**src/utf8_stream_decoder_assert.svh**
```systemverilog
// assertion macros used by the decoder top level
`ifndef UTF8_STREAM_DECODER_ASSERT_SVH
`define UTF8_STREAM_DECODER_ASSERT_SVH

// same-cycle implication, checked outside reset
`define UTF8D_ASSERT_SAME(label, clk, rst_n, ante, cons) \
    label: assert property (@(posedge clk) disable iff (!rst_n) (ante) |-> (cons)) \
        else $error("utf8 decoder assertion failed");

// next-cycle implication, checked outside reset
`define UTF8D_ASSERT_NEXT(label, clk, rst_n, ante, cons) \
    label: assert property (@(posedge clk) disable iff (!rst_n) (ante) |=> (cons)) \
        else $error("utf8 decoder assertion failed");

`endif

```
**src/utf8d_pkg.sv**
```systemverilog
// types and constants of the utf-8 stream decoder
package utf8d_pkg;

    localparam logic [20:0] REPLACEMENT = 21'h00FFFD;
    localparam logic [20:0] MAX_CODE    = 21'h10FFFF;
    localparam logic [20:0] SURR_LO     = 21'h00D800;
    localparam logic [20:0] SURR_HI     = 21'h00DFFF;

    // sequence class codes
    localparam logic [1:0] CLASS_NONE  = 2'd0;
    localparam logic [1:0] CLASS_TWO   = 2'd1;
    localparam logic [1:0] CLASS_THREE = 2'd2;
    localparam logic [1:0] CLASS_FOUR  = 2'd3;

    typedef struct packed {
        logic [1:0]  pending;
        logic [20:0] partial;
        logic [1:0]  seq_class;
    } state_t;

    typedef struct packed {
        logic [1:0]  count;
        logic [20:0] cp0;
        logic [20:0] cp1;
        state_t      next_state;
    } decode_t;

    // smallest value a sequence of the given class may encode
    function automatic logic [20:0] class_min(input logic [1:0] seq_class);
        logic [20:0] m;
        case (seq_class)
            CLASS_TWO:   m = 21'h000080;
            CLASS_THREE: m = 21'h000800;
            CLASS_FOUR:  m = 21'h010000;
            default:     m = 21'h000000;
        endcase
        return m;
    endfunction

endpackage

```
**src/utf8d_if.sv**
```systemverilog
// byte and code point channel interfaces
interface utf8d_byte_if;
    logic       valid;
    logic       ready;
    logic [7:0] byte_value;
    logic       final_byte;

    modport source (output valid, output byte_value, output final_byte, input ready);
    modport sink (input valid, input byte_value, input final_byte, output ready);
endinterface

interface utf8d_cp_if;
    logic        valid;
    logic        ready;
    logic [20:0] code_point;
    logic        last_of_run;
    logic        text_done;

    modport source (output valid, output code_point, output last_of_run, output text_done,
                    input ready);
    modport sink (input valid, input code_point, input last_of_run, input text_done,
                  output ready);
endinterface

```
**src/utf8d_decode.sv**
```systemverilog
// combinational decode of one byte against the open sequence state
module utf8d_decode (
    input  utf8d_pkg::state_t  state,
    input  logic [7:0]         byte_value,
    input  logic               final_byte,
    output utf8d_pkg::decode_t result
);

    always_comb
    begin
        utf8d_pkg::state_t st;
        logic [1:0]        cnt;
        logic [20:0]       cp0;
        logic [20:0]       cp1;
        logic [20:0]       val;
        logic [1:0]        left;
        logic              is_cont;
        logic              do_lead;

        st      = state;
        cnt     = 2'd0;
        cp0     = '0;
        cp1     = '0;
        val     = {state.partial[14:0], byte_value[5:0]};
        left    = state.pending - 2'd1;
        is_cont = (byte_value[7:6] == 2'b10);
        do_lead = 1'b0;

        if (state.pending != 2'd0)
        begin
            if (is_cont)
            begin
                st.pending = left;
                st.partial = val;
                if (left == 2'd0)
                begin
                    if (val < utf8d_pkg::class_min(state.seq_class) ||
                        val > utf8d_pkg::MAX_CODE ||
                        (val >= utf8d_pkg::SURR_LO && val <= utf8d_pkg::SURR_HI))
                    begin
                        cp0 = utf8d_pkg::REPLACEMENT;
                    end
                    else
                    begin
                        cp0 = val;
                    end
                    cnt = 2'd1;
                    st  = '0;
                end
            end
            else
            begin
                // broken sequence: replacement, then the byte starts over
                cp0     = utf8d_pkg::REPLACEMENT;
                cnt     = 2'd1;
                st      = '0;
                do_lead = 1'b1;
            end
        end
        else
        begin
            do_lead = 1'b1;
        end

        if (do_lead)
        begin
            if (byte_value[7] == 1'b0)
            begin
                if (cnt == 2'd0) cp0 = {13'd0, byte_value};
                else             cp1 = {13'd0, byte_value};
                cnt = cnt + 2'd1;
            end
            else if (byte_value[7:5] == 3'b110)
            begin
                st.pending   = 2'd1;
                st.seq_class = utf8d_pkg::CLASS_TWO;
                st.partial   = {16'd0, byte_value[4:0]};
            end
            else if (byte_value[7:4] == 4'b1110)
            begin
                st.pending   = 2'd2;
                st.seq_class = utf8d_pkg::CLASS_THREE;
                st.partial   = {17'd0, byte_value[3:0]};
            end
            else if (byte_value[7:3] == 5'b11110)
            begin
                st.pending   = 2'd3;
                st.seq_class = utf8d_pkg::CLASS_FOUR;
                st.partial   = {18'd0, byte_value[2:0]};
            end
            else
            begin
                if (cnt == 2'd0) cp0 = utf8d_pkg::REPLACEMENT;
                else             cp1 = utf8d_pkg::REPLACEMENT;
                cnt = cnt + 2'd1;
            end
        end

        if (final_byte)
        begin
            // sequence left open at the end of the text
            if (st.pending != 2'd0)
            begin
                if (cnt == 2'd0) cp0 = utf8d_pkg::REPLACEMENT;
                else             cp1 = utf8d_pkg::REPLACEMENT;
                cnt = cnt + 2'd1;
            end
            st = '0;
        end

        result.count      = cnt;
        result.cp0        = cp0;
        result.cp1        = cp1;
        result.next_state = st;
    end

endmodule

```
**src/utf8_stream_decoder.sv**
```systemverilog
// utf-8 stream decoder top level
//
// byte_in takes one UTF-8 byte per transaction, with final_byte set on the
// last byte of a text. cp_out gives decoded code points, U+FFFD for any
// malformed input; last_of_run marks the last code point caused by a byte
// and text_done the last one of a text.
// a byte is held in an input register and decoded there against the open
// sequence state; its results pass one at a time into the output register.
// throughput: one byte per cycle while cp_out does not stall; a byte
// that causes two code points holds the input register until both have
// passed, one at a time, through the single output register.
// bytes inside a multi-byte sequence give no transaction on cp_out.
// a stall on cp_out holds the output register; the input register still
// drains bytes that give no result, and then byte_in.ready drops.
// reset empties both registers and closes any open sequence; after the
// final byte of a text the state closes again for the next text.
`include "utf8_stream_decoder_assert.svh"

module utf8_stream_decoder (
    input  logic              clk,
    input  logic              rst_n,
    utf8d_byte_if.sink        byte_in,
    utf8d_cp_if.source        cp_out
);

    utf8d_pkg::state_t  state_reg, state_next;
    utf8d_pkg::decode_t dec;

    logic        in_valid_reg, in_valid_next;
    logic [7:0]  in_byte_reg;
    logic        in_fin_reg;
    logic        phase_reg, phase_next;
    logic        out_valid_reg, out_valid_next;
    logic [20:0] out_cp_reg;
    logic        out_last_reg;
    logic        out_done_reg;

    logic load_ok;
    logic has_out;
    logic last_emit;
    logic emit;
    logic consume;
    logic take;

    utf8d_decode u_decode (
        .state      (state_reg),
        .byte_value (in_byte_reg),
        .final_byte (in_fin_reg),
        .result     (dec)
    );

    assign load_ok   = !out_valid_reg || cp_out.ready;
    assign has_out   = (dec.count != 2'd0);
    assign last_emit = (dec.count == 2'd1) || phase_reg;
    assign emit      = in_valid_reg && has_out && load_ok;
    assign consume   = in_valid_reg && (!has_out || (load_ok && last_emit));
    assign take      = byte_in.valid && byte_in.ready;

    assign byte_in.ready      = !in_valid_reg || consume;
    assign cp_out.valid       = out_valid_reg;
    assign cp_out.code_point  = out_cp_reg;
    assign cp_out.last_of_run = out_last_reg;
    assign cp_out.text_done   = out_done_reg;

    always_comb
    begin
        state_next     = consume ? dec.next_state : state_reg;
        in_valid_next  = take || (in_valid_reg && !consume);
        phase_next     = phase_reg;
        if (emit && !last_emit)
        begin
            phase_next = 1'b1;
        end
        else if (consume)
        begin
            phase_next = 1'b0;
        end
        out_valid_next = emit || (out_valid_reg && !cp_out.ready);
    end

    always_ff @(posedge clk or negedge rst_n)
    begin
        if (!rst_n)
        begin
            state_reg     <= '0;
            in_valid_reg  <= 1'b0;
            phase_reg     <= 1'b0;
            out_valid_reg <= 1'b0;
        end
        else
        begin
            state_reg     <= state_next;
            in_valid_reg  <= in_valid_next;
            phase_reg     <= phase_next;
            out_valid_reg <= out_valid_next;
        end
    end

    always_ff @(posedge clk)
    begin
        if (take)
        begin
            in_byte_reg <= byte_in.byte_value;
            in_fin_reg  <= byte_in.final_byte;
        end
        if (emit)
        begin
            out_cp_reg   <= phase_reg ? dec.cp1 : dec.cp0;
            out_last_reg <= last_emit;
            out_done_reg <= last_emit && in_fin_reg;
        end
    end

    // second result of a byte only while that byte is still held
    `UTF8D_ASSERT_SAME(a_phase_held, clk, rst_n, phase_reg, in_valid_reg && dec.count == 2'd2)
    // a closed sequence keeps no leftover bits or class
    `UTF8D_ASSERT_SAME(a_closed_clean, clk, rst_n, state_reg.pending == 2'd0,
                       state_reg.partial == 21'd0 && state_reg.seq_class == utf8d_pkg::CLASS_NONE)
    // end of text only on the last code point of its byte
    `UTF8D_ASSERT_SAME(a_done_last, clk, rst_n, out_valid_reg && out_done_reg, out_last_reg)
    // a final byte leaves no sequence open
    `UTF8D_ASSERT_NEXT(a_final_closes, clk, rst_n, consume && in_fin_reg,
                       state_reg.pending == 2'd0)

endmodule
```
**src/flat_wrapper.sv**
```systemverilog
// flat-port wrapper written by rule: the top's interface ports become plain ports
module utf8_stream_decoder_flat 
  (clk, rst_n, byte_in_valid, byte_in_byte_value, byte_in_final_byte, byte_in_ready, cp_out_valid, cp_out_code_point, cp_out_last_of_run, cp_out_text_done, cp_out_ready);
  utf8d_byte_if byte_in_i ();
  utf8d_cp_if cp_out_i ();
  input  logic clk;
  input  logic rst_n;
  input wire logic [$bits(byte_in_i.valid)-1:0] byte_in_valid;
  input wire logic [$bits(byte_in_i.byte_value)-1:0] byte_in_byte_value;
  input wire logic [$bits(byte_in_i.final_byte)-1:0] byte_in_final_byte;
  output wire logic [$bits(byte_in_i.ready)-1:0] byte_in_ready;
  output wire logic [$bits(cp_out_i.valid)-1:0] cp_out_valid;
  output wire logic [$bits(cp_out_i.code_point)-1:0] cp_out_code_point;
  output wire logic [$bits(cp_out_i.last_of_run)-1:0] cp_out_last_of_run;
  output wire logic [$bits(cp_out_i.text_done)-1:0] cp_out_text_done;
  input wire logic [$bits(cp_out_i.ready)-1:0] cp_out_ready;
  assign byte_in_i.valid = byte_in_valid;
  assign byte_in_i.byte_value = byte_in_byte_value;
  assign byte_in_i.final_byte = byte_in_final_byte;
  assign byte_in_ready = byte_in_i.ready;
  assign cp_out_valid = cp_out_i.valid;
  assign cp_out_code_point = cp_out_i.code_point;
  assign cp_out_last_of_run = cp_out_i.last_of_run;
  assign cp_out_text_done = cp_out_i.text_done;
  assign cp_out_i.ready = cp_out_ready;
  utf8_stream_decoder u_core (.clk(clk), .rst_n(rst_n), .byte_in(byte_in_i), .cp_out(cp_out_i));
endmodule
```
**config.mk**
```make
export PLATFORM = sky130hd
export DESIGN_NAME = utf8_stream_decoder_flat
export DESIGN_NICKNAME = d
export VERILOG_FILES = /design/src/utf8d_pkg.sv /design/src/utf8d_if.sv /design/src/utf8d_decode.sv /design/src/utf8_stream_decoder.sv /design/src/flat_wrapper.sv
export VERILOG_INCLUDE_DIRS = /design/src /design/src/src
export SDC_FILE = /design/constraint.sdc
export NUM_CORES = 1
export LEC_CHECK = 0
export BUFFER_PORTS_ARGS = -buffer_cell sky130_fd_sc_hd__buf_4
export CAP_MARGIN = 20
export CORE_ASPECT_RATIO = 0.9
export CORE_UTILIZATION = 35
export DETAILED_ROUTE_END_ITERATION = 8
export GPL_TIMING_DRIVEN = 0
export PLACE_DENSITY = 0.54
export SYNTH_ARGS = -nofsm -noshare
export SYNTH_HDL_FRONTEND = slang
export SYNTH_SLANG_ARGS = --single-unit
```
**constraint.sdc**
```tcl
create_clock -name clk -period 2.9 [get_ports clk]
set_input_delay 0.435 -clock clk [delete_from_list [all_inputs] [get_ports clk]]
set_output_delay 0.435 -clock clk [all_outputs]
set_load 0.02 [all_outputs]
```
* After elaboration in Yosys (flattened, before gate mapping)
Index checks and enable logic that the tools add are counted.
** Operators by class
- Add/sub/neg operators :: 3
- Magnitude comparators :: 4
- Eq/ne operators :: 8
- Muxes and demuxes :: 52
- Reduce and logical (&&, ||, !) cells :: 31
** Operators by type and width (number)
- $mux W21 :: 23
- $mux W25 :: 9
- $mux W16 :: 4
- $pmux W17 S3 :: 1
- $ge A21 B16 Y1 const B :: 1
- $gt A21 B21 Y1 const B :: 1
- $le A21 B16 Y1 const B :: 1
- $lt A21 B21 Y1 :: 1
- $mux W2 :: 9
- $logic_and A1 B1 Y1 :: 10
- $logic_or A1 B1 Y1 :: 8
- $reduce_bool A2 Y1 :: 4
- $mux W7 :: 1
- $eq A2 B2 Y1 const B :: 3
- $logic_not A1 Y1 :: 6
- $logic_not A2 Y1 :: 3
- $eq A5 B5 Y1 const B :: 1
- $mux W1 :: 5
- $add A2 B1 Y2 const B :: 2
- $eq A2 B1 Y1 const B :: 2
- $eq A4 B4 Y1 const B :: 1
- $eq A3 B3 Y1 const B :: 1
- $sub A2 B1 Y2 const B :: 1
** Word-level totals
- Flip-flop bits (word level) :: 60
- Bits of input ports :: 13
- Output and inout port bits :: 25
- Word-level logic and storage cells :: 109

* Logic depth before layout (Yosys ltp)
- Word-level depth :: 22
- Gate-level depth with buffers :: 15

* Modules after synthesis
From an unflattened synthesis, not the netlist that was laid out.
** Second synthesis, totals
- Cell total of the unflattened synthesis :: 407
- Area, all modules :: 3801.1 um^2
** By module, submodules not included
- utf8_stream_decoder :: instances 1, cells each 190, area an instance 2507.4 um^2
- utf8d_decode :: instances 1, cells each 217, area an instance 1293.7 um^2

* Least setup slack after synthesis
OpenSTA, ideal clock, no wires.
- Path kind :: register -> register
- From :: register u_core.in_byte_reg[6]
- To :: register u_core.in_byte_reg[0], enable pin
- Setup time :: 0.338 ns
- Arrival :: 2.909 ns
- Path slack :: -0.346 ns
- Stages on the path, launching flop included :: 11
- Path buffers :: 1
- Period minus slack after synthesis :: 3.246 ns
- Cells stage by stage :: edfxtp_1 buf_6 nand3_1 or2_4 ha_1 o22a_4 inv_2 ha_1 o211a_1 o2111ai_1 and2_1
** On the way
- Longest elaborated chain between the ends :: 19
- Elaborated cells on any way between the ends :: 34
- Those cells by class :: add/sub: 2; eq/ne: 5; mux: 18; reduce/logical: 9
** RTL lines
- from (decl) :: RTL line utf8_stream_decoder.sv:30 : logic [7:0] in_byte_reg;
- from (signal assigned) :: RTL line utf8_stream_decoder.sv:103 : in_byte_reg <= byte_in.byte_value;
- $eq A2 B2 Y1 :: RTL line utf8d_decode.sv:26 : is_cont = (byte_value[7:6] == 2'b10);
- $mux W2 :: RTL line utf8d_decode.sv:31 : if (is_cont)
- $mux W2 :: RTL line utf8d_decode.sv:29 : if (state.pending != 2'd0)
- $add A2 B1 Y2 :: RTL line utf8d_decode.sv:71, utf8d_decode.sv:95
- $mux W2 :: RTL line utf8d_decode.sv:85 : else if (byte_value[7:3] == 5'b11110)
- $mux W2 :: RTL line utf8d_decode.sv:79 : else if (byte_value[7:4] == 4'b1110)
- $mux W2 :: RTL line utf8d_decode.sv:73 : else if (byte_value[7:5] == 3'b110)
- $mux W2 :: RTL line utf8d_decode.sv:67 : if (byte_value[7] == 1'b0)
- [... 5 more ...]
- $logic_or A1 B1 Y1 :: RTL line utf8_stream_decoder.sv:54 : assign last_emit = (dec.count == 2'd1) || phase_reg;
- $logic_and A1 B1 Y1 :: RTL line utf8_stream_decoder.sv:56 : assign consume = in_valid_reg && (!has_out || (load_ok && last_emit));
- $logic_or A1 B1 Y1 * :: RTL line utf8_stream_decoder.sv:56
- $logic_and A1 B1 Y1 * :: RTL line utf8_stream_decoder.sv:56
- $logic_or A1 B1 Y1 * :: RTL line utf8_stream_decoder.sv:59 : assign byte_in.ready = !in_valid_reg || consume;
- via byte_in_ready :: RTL line flat_wrapper.sv:11 : output wire logic [$bits(byte_in_i.ready)-1:0] byte_in_ready;
- $logic_and A1 B1 Y1 * :: RTL line utf8_stream_decoder.sv:57 : assign take = byte_in.valid && byte_in.ready;
- via u_core.take :: RTL line utf8_stream_decoder.sv:43 : logic take;
The timed path passes the listed nets; every way through them passes the cells marked *.
A chain may end at the register's enable or synchronous reset.

* Final worst setup path
- From :: register u_core.state_reg[24] in the netlist's numbering
- To :: output byte_in_ready
** On the way
- Longest elaborated chain between the ends :: 20
- Elaborated cells on any way between the ends :: 33
- Those cells by class :: add/sub: 3; eq/ne: 1; mux: 19; reduce/logical: 10
** RTL lines
- from (decl) :: RTL line utf8_stream_decoder.sv:26 : utf8d_pkg::state_t state_reg, state_next;
- from (signal assigned) :: RTL line utf8_stream_decoder.sv:92 : state_reg <= state_next;
- $sub A2 B1 Y2 :: RTL line utf8d_decode.sv:25 : left = state.pending - 2'd1;
- $logic_not A2 Y1 :: RTL line utf8d_decode.sv:35 : if (left == 2'd0)
- $mux W1 :: RTL line utf8d_decode.sv:35
- $mux W2 :: RTL line utf8d_decode.sv:31
- $mux W2 :: RTL line utf8d_decode.sv:29
- $add A2 B1 Y2 :: RTL line utf8d_decode.sv:71, utf8d_decode.sv:95
- $mux W2 :: RTL line utf8d_decode.sv:85
- $mux W2 :: RTL line utf8d_decode.sv:79
- [... 4 more ...]
- $mux W2 :: RTL line utf8d_decode.sv:102 : if (st.pending != 2'd0)
- $mux W2 * :: RTL line utf8d_decode.sv:99 : if (final_byte)
- $eq A2 B1 Y1 :: RTL line utf8_stream_decoder.sv:54
- $logic_or A1 B1 Y1 :: RTL line utf8_stream_decoder.sv:54
- $logic_and A1 B1 Y1 :: RTL line utf8_stream_decoder.sv:56
- $logic_or A1 B1 Y1 * :: RTL line utf8_stream_decoder.sv:56
- $logic_and A1 B1 Y1 * :: RTL line utf8_stream_decoder.sv:56
- $logic_or A1 B1 Y1 * :: RTL line utf8_stream_decoder.sv:59
- to (decl) :: RTL line flat_wrapper.sv:11
Every way passes the cells marked *; elsewhere a longest branch is shown, timed or not.

==> out/results.ini <==
[run_status]
status = finished, violations left
violations = setup timing

[sta]
setup_ws_ps = -145
tightest_slew_ps = 772
rsz0062_at_grt = true
hold_viol_final = 0
post-route-min-period_ps = 3040
setup_viol = 1
slew_headroom_pct = 48.5
final.setup.tns_ps = -145
fmax_ghz = 0.328
finalMaxSlewViolations = 0
skew_ps = 6.55
timing.final.crit_share_pct = 105

[pwr]
clkPwrFrac_pct = 8.1
leakage_nw = 1.69
combPwrFrac_pct = 66.4
pwr-share-seq_pct = 25.5
ir_drop_v = 0.000458
internal_power_w = 0.00306
power.total_w = 0.00546
p_per_area_nw_per_um2 = 1330
switching_share_pct = 44.0
p_sw_w = 0.00240

[grt]
use_met2_pct = 29.5
gr-usage-met3_pct = 4.33
grt_util_met1_pct = 24.7
grt_pass1_vias = 2422
grt_usage_pct = 18.5
top_usage_layer = met2
grt_pass1_wl_um = 12700
grt_remaining_overflow = 0
antenna_found_initial = 0
grt_max_degree = 23

[place]
place.gp.congestion = 0.827
dp_hpwl_um = 5230
placed_area_um2 = 3530
portBuffers = 37
place_inst = 420

[cells_and_area]
final_cell_mix = 73 x buf_4, 32 x edfxtp_1, 21 x dfrtp_1, 16 x a21oi_1, 13 x inv_1
layout_commonest_cell = buf_4
largest_reg_flops = 21
multi_input_area_um2 = 1570
layout-drive-gt1-share_pct = 40.3
fin_cells = 472
fin_area_um2 = 4090
areaGrowthSynthToFinish_pct = 34.5
regArea_um2 = 1510
nNetsFinal = 375
diodes = 0
fillers = 776

[die]
die_h_um = 90.5
core_area_um2 = 8220
io_pins = 38
die_area_um2 = 9070
rows = 31
die_w_um = 100
initial_core_util_pct = 37.0

[clock_network]
clk_root_buffer_cell = clkbuf_8
clk_pin_slew_worst_paths_ps = 100
clk_latency_ps = 330
cts_tree = built
clk_path_buf_depth = 2
h-tree-depth = 2
cts_buffers = 5
clock-sinks = 54

[synthesis]
async_flop_share_pct = 40.7
syn_avg_cell_area_um2 = 11.4
synth_nets = 287
ys.flop_type = edfxtp_1
synth_area_um2 = 3040
syn_inst = 268
synth_edf_count = 32
ys_seq_area_share_pct = 49.7
yosysWarnings = 0
ys_ff_latch = 54
netlist-cell-type-count = 72

[critical_path]
cp.arrival_ps = 2610
cp.buffers_inverters = 3
cpPeakStageDelay_ps = 490
crit_type = reg -> out
critical_path.top_delay_family = simple AND/OR/NAND/NOR gates
required_ps = 2470
crit_chain = inv_2, ha_4, nand3b_1, and2_4, o22a_4, inv_4, ha_4, or3_4, o2111ai_4, buf_6
cp-startpoint = u_core.state_reg[24]$_DFFE_PN0P_
endpoint_kind = output pin
rr_startpoint = u_core.state_reg[24]$_DFFE_PN0P_
worstPathMaxFanout = 7
crit_slowest_cell = dfrtp_2
cp-start-kind = flip-flop
cp_common_cell = ha_4

[drt]
dr.pass1.iters = 4
vias_per_cell = 5.34
drc_errors = 0
num_vias = 2521
wire_per_inst_um = 17.7
drt_iter0_drc = 90
finalWirelength_um = 8350
final_antenna_net_count = 0

[hold_path]
min_path_type = in -> reg
hold_path.startpoint = byte_in_byte_value[0]

[job]
max-cap-violations = 0

-- repair_timing --
action | 4_1_cts | 5_1_grt
endpoints found under the hold margin | 0 | 12
pin swaps | 11 | 17
resized for setup | 15 | 22
setup endpoints to repair | 66 | 42
hold buffers | 0 | 1
setup buffers | 22 | 17
cloned | 2 | 2
-- through the flow --
stage | util [%] | hold slack (ps) | setup WS [ps]
final | 49.8 | 278 | -145
after global routing | 49.8 | 266 | -204
after CTS | 46.8 | 2.23 | -163
after detailed placement | 42.9 | 351 | -362
after global placement | 42.9 | 350 | -339
after floorplan | - | 139 | 14.7
-- cells by family after synthesis --
group	synth area share [%]
AOI/OAI and AO/OA	24.2
xor gates and xnor gates	0.288
adders and majority gates	2.47
buffers and inverters	5.18
DFF	49.7
muxes	1.15
and+or+nand+nor	17.0
-- power groups by stage --
stage          Sequential [W]  Clock [W]  Combinational, W
3_5_place_dp          0.00141          0           0.00285
2_1_floorplan         0.00161          0           0.00185
4_1_cts               0.00139   0.000451           0.00323
3_3_place_gp          0.00141          0           0.00281
5_1_grt               0.00142   0.000476           0.00388
6_report              0.00139   0.000443           0.00362
-- worst reg2reg max path, stage by stage, from the launching register on --
cell and delay [ps]:
dfrtp_2 490, inv_2 130, ha_4 170, nand3b_1 120
and2_4 190, o22a_4 260, inv_4 60, ha_4 200
or3_4 400, o2111ai_4 120, buf_4 140, buf_4 120
and2_4 180
-- area by class of cell --
type | instances | share of cell area (%)
Clock inverter | 3 | 0.489
Buffer | 14 | 2.84
Tap cell | 115 | 3.52
Multi-Input combinational cell | 188 | 38.3
Sequential cell | 54 | 37.0
Clock buffer | 5 | 1.68
Timing Repair Buffer | 77 | 14.7
Inverter | 16 | 1.53
-- worst paths after layout --
kind / endpoint / slack [ps] / cells past startpoint
worst max-delay path: byte_in_ready / -140 / 10
worst min-delay path: u_core.in_byte_reg[0]$_DFFE_PP_ / 280 / 1
worst max register to register: u_core.in_byte_reg[3]$_DFFE_PP_ / 50 / 12
worst min register to register: u_core.state_reg[13]$_DFFE_PN0P_ / 530 / 1
max in group asynchronous: u_core.state_reg[24]$_DFFE_PN0P_ / 2110 / 2
min in group asynchronous: u_core.in_valid_reg$_DFF_PN0_ / 540 / 2
-- synth_stat cells, drive strengths merged (4+ instances only) --
library cell  count  area (µm²)
nand2b            5        31.3
and2             12        77.6
ha                6        75.1
nor3             10        50.1
o21ai            17         104
nand2            13        51.3
o22ai             5        45.0
a32o              4        41.3
a21oi            20         111
nor2             13        51.3
o221ai            4        35.0
edfxtp           32         961
dfrtp            22         551
a22o             10        87.6
nand3             5        25.0
inv              16        60.1
buf              11        86.3
-- metal layers --
layer	up-vias	part of all wire [%]
met2	77	48
met1	1221	44
met4	0	1.2
met5	-	0
met3	8	6.4
li1	1215	-
(Power assumes the default switching activity.)
